File: src/hdl/video_ram_access_port_core_macros.svh
// assertion macros for the video ram access port
`ifndef VIDEO_RAM_ACCESS_PORT_CORE_MACROS_SVH
`define VIDEO_RAM_ACCESS_PORT_CORE_MACROS_SVH

`ifndef NO_ASSERTIONS

// same-cycle implication, checked out of reset
`define VRAP_ASSERT_NOW(label, clk, rst_n, ante, cons, msg) \
    label: assert property (@(posedge clk) disable iff (!(rst_n)) (ante) |-> (cons)) \
        else $error(msg);

// next-cycle implication, checked out of reset
`define VRAP_ASSERT_NEXT(label, clk, rst_n, ante, cons, msg) \
    label: assert property (@(posedge clk) disable iff (!(rst_n)) (ante) |=> (cons)) \
        else $error(msg);

`else

`define VRAP_ASSERT_NOW(label, clk, rst_n, ante, cons, msg)
`define VRAP_ASSERT_NEXT(label, clk, rst_n, ante, cons, msg)

`endif

`endif

File: src/hdl/vrap_pkg.sv
package vrap_pkg;

    // word address width
    localparam int ADDR_BITS  = 15;
    // byte address into the video memory
    localparam int MEM_ADDR_W = ADDR_BITS + 1;
    localparam int MEM_DEPTH  = 1 << MEM_ADDR_W;

    // field widths on the ports
    localparam int REQ_W      = 3;
    localparam int BYTE_W     = 8;
    localparam int OUT_ADDR_W = 15;
    localparam int IN_TDATA_W  = 8;
    localparam int OUT_TDATA_W = 24;

    typedef logic [REQ_W-1:0] t_req;

    localparam t_req REQ_SET_MODE   = 3'd0;
    localparam t_req REQ_ADDR_LOW   = 3'd1;
    localparam t_req REQ_ADDR_HIGH  = 3'd2;
    localparam t_req REQ_WRITE_LOW  = 3'd3;
    localparam t_req REQ_WRITE_HIGH = 3'd4;
    localparam t_req REQ_READ_LOW   = 3'd5;
    localparam t_req REQ_READ_HIGH  = 3'd6;

    localparam logic [1:0] STEP_1   = 2'd0;
    localparam logic [1:0] STEP_32  = 2'd1;
    localparam logic [1:0] STEP_64  = 2'd2;
    localparam logic [1:0] STEP_128 = 2'd3;

    // memory request from the address unit
    typedef struct packed {
        logic                  wr_en;
        logic                  rd_en;
        logic [MEM_ADDR_W-1:0] byte_addr;
        logic [BYTE_W-1:0]     wdata;
    } t_mem_req;

    function automatic logic [7:0] step_words(input logic [1:0] code);
        logic [7:0] words;
        unique case (code)
            STEP_1:   words = 8'd1;
            STEP_32:  words = 8'd32;
            STEP_64:  words = 8'd64;
            STEP_128: words = 8'd128;
            default:  words = 8'd1;
        endcase
        return words;
    endfunction

endpackage

File: src/hdl/vrap_addr.sv
module vrap_addr (
    input  logic                           i_clk,
    input  logic                           i_rst_n,
    input  logic                           i_accept,
    input  vrap_pkg::t_req                 i_req_type,
    input  logic [vrap_pkg::BYTE_W-1:0]    i_write_byte,
    output vrap_pkg::t_mem_req             o_mem_req,
    output logic [vrap_pkg::ADDR_BITS-1:0] o_addr_next
);

    logic [vrap_pkg::ADDR_BITS-1:0] r_addr;
    logic [vrap_pkg::ADDR_BITS-1:0] n_addr;
    logic                           r_adv_high;
    logic                           n_adv_high;
    logic [1:0]                     r_step;
    logic [1:0]                     n_step;

    logic [15:0]                    w_load;
    logic [vrap_pkg::ADDR_BITS-1:0] w_stepped;
    logic                           w_half;
    logic                           w_wr;
    logic                           w_rd;

    assign w_stepped = r_addr + vrap_pkg::ADDR_BITS'(vrap_pkg::step_words(r_step));
    assign w_load    = 16'(r_addr);

    always_comb begin
        n_addr     = r_addr;
        n_adv_high = r_adv_high;
        n_step     = r_step;
        w_half     = 1'b0;
        w_wr       = 1'b0;
        w_rd       = 1'b0;
        unique case (i_req_type)
            vrap_pkg::REQ_SET_MODE: begin
                n_adv_high = i_write_byte[7];
                n_step     = i_write_byte[1:0];
            end
            vrap_pkg::REQ_ADDR_LOW: begin
                n_addr = vrap_pkg::ADDR_BITS'({w_load[15:8], i_write_byte});
            end
            vrap_pkg::REQ_ADDR_HIGH: begin
                n_addr = vrap_pkg::ADDR_BITS'({i_write_byte, w_load[7:0]});
            end
            vrap_pkg::REQ_WRITE_LOW: begin
                w_wr = 1'b1;
            end
            vrap_pkg::REQ_WRITE_HIGH: begin
                w_wr   = 1'b1;
                w_half = 1'b1;
            end
            vrap_pkg::REQ_READ_LOW: begin
                w_rd = 1'b1;
            end
            vrap_pkg::REQ_READ_HIGH: begin
                w_rd   = 1'b1;
                w_half = 1'b1;
            end
            default: begin
            end
        endcase
        // advance after the access to the half the mode names
        if ((w_wr || w_rd) && (w_half == r_adv_high)) begin
            n_addr = w_stepped;
        end
    end

    always_ff @(posedge i_clk) begin
        if (!i_rst_n) begin
            r_addr     <= '0;
            r_adv_high <= 1'b0;
            r_step     <= vrap_pkg::STEP_1;
        end else if (i_accept) begin
            r_addr     <= n_addr;
            r_adv_high <= n_adv_high;
            r_step     <= n_step;
        end
    end

    assign o_mem_req.wr_en     = i_accept && w_wr;
    assign o_mem_req.rd_en     = i_accept && w_rd;
    assign o_mem_req.byte_addr = {r_addr, w_half};
    assign o_mem_req.wdata     = i_write_byte;
    assign o_addr_next         = n_addr;

endmodule

File: config.mk
export PLATFORM = sky130hd
export DESIGN_NAME = vrap_addr
export DESIGN_NICKNAME = d
export VERILOG_FILES = /design/src/hdl/video_ram_access_port_core_macros.svh /design/src/hdl/vrap_pkg.sv /design/src/hdl/vrap_addr.sv
export SDC_FILE = /design/constraint.sdc
export NUM_CORES = 1
export LEC_CHECK = 0
export BUFFER_PORTS_ARGS = -buffer_cell sky130_fd_sc_hd__buf_2
export CAP_MARGIN = 40
export CORE_MARGIN = 4
export CORE_UTILIZATION = 45
export CTS_CLUSTER_DIAMETER = 80
export DETAILED_ROUTE_END_ITERATION = 7
export PLACE_DENSITY = 0.72
export SYNTH_ARGS = -nofsm -noshare
export SYNTH_HDL_FRONTEND = slang
export SYNTH_SLANG_ARGS = --single-unit
File: constraint.sdc
create_clock -name i_clk -period 6.9 [get_ports i_clk]
set_input_delay 1.38 -clock i_clk [delete_from_list [all_inputs] [get_ports i_clk]]
set_output_delay 1.38 -clock i_clk [all_outputs]
set_load 0.01 [all_outputs]
Yosys cells after proc, flatten, opt, wreduce, memory -nomap -nowiden
Index checks and enable logic that the tools add are counted.
Cells by class
  $add $sub $neg: 1
  eq/ne operators: 10
  multiplexer cells: 6
  reductions and logical operators: 10
Operators by type and width (number)
  8-bit case mux with 4 select lines: 1
  15-bit case mux with 2 select lines: 1
  15-bit by 8-bit adder with 15-bit output: 1
  15-bit two-way mux: 1
  3-bit equality test, second input constant: 3
  3-bit by 2-bit equality test with 1-bit output, second input constant: 2
  2-bit OR reduction: 3
  2-bit equality test, second input constant: 2
  3-bit by 1-bit equality test with 1-bit output, second input constant: 1
  1-bit logical AND: 3
  3-bit zero test: 1
  1-bit two-way mux: 3
  2-bit by 1-bit equality test with 1-bit output, second input constant: 1
  2-bit zero test: 1
  2-bit AND reduction: 1
  1-bit equality test: 1
  1-bit logical OR: 1
Word-level totals
  register bits: 18
  bits of input ports: 14
  output and inout port bits: 41
  logic and storage cells: 30

Depth between registers and ports, before layout
  depth after elaboration: 6
  mapped depth: 8
  mapped depth without buffers: 8

Worst setup path after synthesis
No wires, ideal clock.
  path type: input-to-output
  start point: in i_req_type[0]
  end point: out o_addr_next[13] (netlist bit)
  arrival time: 2.606 ns
  required time: 5.520 ns
  path slack: 2.914 ns
  stages: 5
  buffers on the path: 2
  cells stage by stage: buf_4 > and3b_1 > a21oi_2 > buf_2 > o311ai_0
On the way
  word-level cells in the longest chain between the ends: 6
  elaborated cells on any way between the ends: 17
  those cells by class: eq/ne: 7; mux: 5; reduce/logical: 5
Ends and longest elaborated chain
  start: declaration: RTL line vrap_addr.sv:5  | input vrap_pkg::t_req i_req_type,
  3-bit equality test / 3-bit by 2-bit equality test with 1-bit output (equally long branches): RTL line vrap_addr.sv:34  | unique case (i_req_type)
  2-bit OR reduction (no source line)
  1-bit two-way mux: RTL line vrap_addr.sv:34
  1-bit equality test / 1-bit logical OR (equally long branches): RTL line vrap_addr.sv:63  | if ((w_wr || w_rd) && (w_half == r_adv_high)) begin
  1-bit logical AND: RTL line vrap_addr.sv:63
  15-bit two-way mux (*): RTL line vrap_addr.sv:63
  end: declaration: RTL line vrap_addr.sv:8  | output logic [vrap_pkg::ADDR_BITS-1:0] o_addr_next
Mark *: on every way between the ends. The rest lies on a longest branch, timed or not.

Final worst setup path
  start point: in i_req_type[1]
  end point: out o_addr_next[11] (netlist bit)
The elaborated chain is that of the path after synthesis.

==> results.sh <==
export IMPL_outcome="finished clean"
export IMPL_cts_resized_gates=0
export IMPL_grt_setup_unrepaired="false"
export IMPL_synthDistinctLibCells=63
export IMPL_power_share_switching=0.335
export IMPL_htreeDepth=1
export IMPL_portBuffers=54
export IMPL_gr_total_overflow=0
export IMPL_hold_viol=0
export IMPL_post_cts_setup_buffer_count=0
export IMPL_synth_edf_count=0
export IMPL_finalWeightedCongestion=0.859
export IMPL_place_area_um2=1850
export IMPL_grt_max_degree=26
export IMPL_syn_inst=209
export IMPL_final_core_util=0.551
export IMPL_post_route_min_period_ps=4530
export IMPL_die_w_um=68.7
export IMPL_leakagePower_nw=0.878
export IMPL_clk_pin_slew_ps=60
export IMPL_finalSetupViolCount=0
export IMPL_cp_max_fo=11
export IMPL_start_kind="input port"
export IMPL_grt_antenna_before_repair=0
export IMPL_max_cap_violations=0
export IMPL_clock_latency_ps=260
export IMPL_setup_worst_path_end="o_addr_next[11]"
export IMPL_initial_core_util=0.482
export IMPL_synthesis_nets=228
export IMPL_r2r_slack_ps=4650
export IMPL_final_cell_mix="54 x buf_2, 19 x o21ai_0, 18 x dfxtp_1, 17 x nand2_1, 12 x nor2_1"
export IMPL_rows=21
export IMPL_async_reset_ff_frac=0
export IMPL_clockPowerShare=0.274
export IMPL_synthTopCellsByArea="dfxtp_1 22%, o21ai_0 5.7%, mux2i_1 5.4%, buf_4 5.4%, nand2_1 3.8%"
export IMPL_cts_tree="done"
export IMPL_final_area_um2=1900
export IMPL_core_um2=3440
export IMPL_seq_area_frac_synth=0.217
export IMPL_first_global_vias=1596
export IMPL_tightest_slew_ps=897
export IMPL_finalCritPeriodShare=0.656
export IMPL_yosysTopAreaCell="dfxtp_1"
export IMPL_cts_hold_buffers=0
export IMPL_p_sw_mw=0.0916
export IMPL_intPower_mw=0.182
export IMPL_timing_rr_end="r_addr[12]"
export IMPL_syn_to_final_growth_pct=14.3
export IMPL_dp_cells=289
export IMPL_grt_first_pass_wirelength_um=7730
export IMPL_numCtsBuffers=3
export IMPL_ys_warn_count=0
export IMPL_drive_gt1_frac=0.297
export IMPL_fill_cells=326
export IMPL_synth_avg_cell_area_um2=7.93
export IMPL_cts_sinks=18
export IMPL_final_max_slew_viol_count=0
export IMPL_die_y_um=68.7
export IMPL_setup_tns_ps=0
export IMPL_r2r_cells=8
export IMPL_num_antenna_cells=0
export IMPL_first_pass_iters=4
export IMPL_synth_top_area_frac=0.217
export IMPL_vias_per_cell=5.98
export IMPL_post_dp_hpwl_um=3520
export IMPL_ys_seq_elements=18
export IMPL_cp_end_kind="output pin"
export IMPL_power_frac_seq=0.414
export IMPL_vias=1745
export IMPL_track_usage=0.215
export IMPL_required_ps=5520
export IMPL_cts_path_max_buffers=2
export IMPL_power_share_combinational=0.312
export IMPL_io_pins=55
export IMPL_wirelength_um=4710
export IMPL_drc=0
export IMPL_synth_flop_cell="dfxtp_1"
export IMPL_wl_per_cell_um=16.1
export IMPL_nNetsFinal=267
export IMPL_drtIter0Drc=216
export IMPL_dieArea_um2=4720
export IMPL_min_path_type="reg -> reg"
export IMPL_drtAntennaViolNets=0
export IMPL_critPathKind="in -> out"
export IMPL_final_common_cell="buf_2"
export IMPL_cts_root_buffer="clkbuf_8"
export IMPL_relSlewSlack=0.401
export IMPL_timing_hold_ws_ps=559
export IMPL_fin_skew_ps=10.5
export IMPL_netlist_area_um2=1660
export IMPL_vdd_ir_drop_max_mv=0.0686
export IMPL_reg2reg_from="r_step[1]"
export IMPL_critPathLaunch="i_req_type[1]"
export IMPL_final_cells=292
export IMPL_cellPowerDensity_nw_per_um2=144
export IMPL_critPathArrivalTime_ps=3150
export IMPL_clock_fmax_mhz=221
==> metal layers <==
layer  global-route usage  part of all wire  vias to the layer above
li1                     -                 -                      859
met2                0.334              0.46                       75
met4               0.0706             0.017                        0
met5                    0                 0                        -
met1                0.297              0.44                      803
met3               0.0405             0.083                        8
==> critical path: stages <==
cell     delay (ps)
buf_2           230
nor3b_1         770
a211o_1         220
o21ai_0         100
a221o_1         310
buf_2           140
==> Yosys cell counts (3+ instances only) <==
master,instances
a21oi_1,10
a221o_1,5
and2_1,3
and3_1,8
buf_4,12
clkbuf_1,4
dfxtp_1,18
ha_1,5
inv_1,5
mux2i_1,9
nand2_1,17
nand3_1,7
nand4_1,3
nor2_1,12
nor2b_1,6
nor3_1,4
o21a_1,3
o21ai_0,19
o221a_2,3
==> cells by family after synthesis <==
group | Yosys count | share of synthesized area
compound gates | 73 | 0.324
xor+xnor | 5 | 0.0309
fa+ha+maj | 5 | 0.0377
buf+inv | 26 | 0.0966
flops | 18 | 0.217
mux | 9 | 0.0543
simple gates | 73 | 0.239
==> layout make-up <==
| type | instances | area [um^2] | area share |
|---|---|---|---|
| multi-input combinational | 165 | 1140 | 0.600 |
| sequential | 18 | 360 | 0.190 |
| timing repair buffer | 55 | 280 | 0.148 |
| tap | 46 | 57.6 | 0.0304 |
| clock buffer | 3 | 41.3 | 0.0218 |
| inverter | 5 | 18.8 | 0.00990 |
==> registers in the layout (all words and copies together), names as in the netlist <==
signal      count
r_addr         15
r_step          2
r_adv_high      1
==> power groups by stage <==
stage                     registers [mW]  logic (mW)  clock network [mW]
final                              0.113      0.0852              0.0748
after global routing               0.114      0.0939              0.0829
after CTS                          0.113      0.0851              0.0759
after detailed placement           0.115      0.0848                   0
after global placement             0.115      0.0839                   0
after floorplan                    0.116      0.0589                   0
==> worst min path at each step <==
stage	to	from	cells after the start	slack [ps]
6_report	r_step[0]	r_step[0]	2	560
5_1_grt	r_adv_high	r_adv_high	2	620
4_1_cts	r_step[0]	r_step[0]	2	560
3_5_place_dp	r_step[0]	r_step[0]	2	550
3_3_place_gp	r_adv_high	r_adv_high	2	550
2_1_floorplan	r_adv_high	r_adv_high	2	510
==> metrics by stage <==
step	setup slack [ps]	total power, mW
final	2370	0.273
after global routing	2230	0.291
after CTS	2410	0.274
after detailed placement	2420	0.200
after global placement	2460	0.199
after floorplan	2910	0.175
No activity file was read; power rests on OpenSTA's default activity.
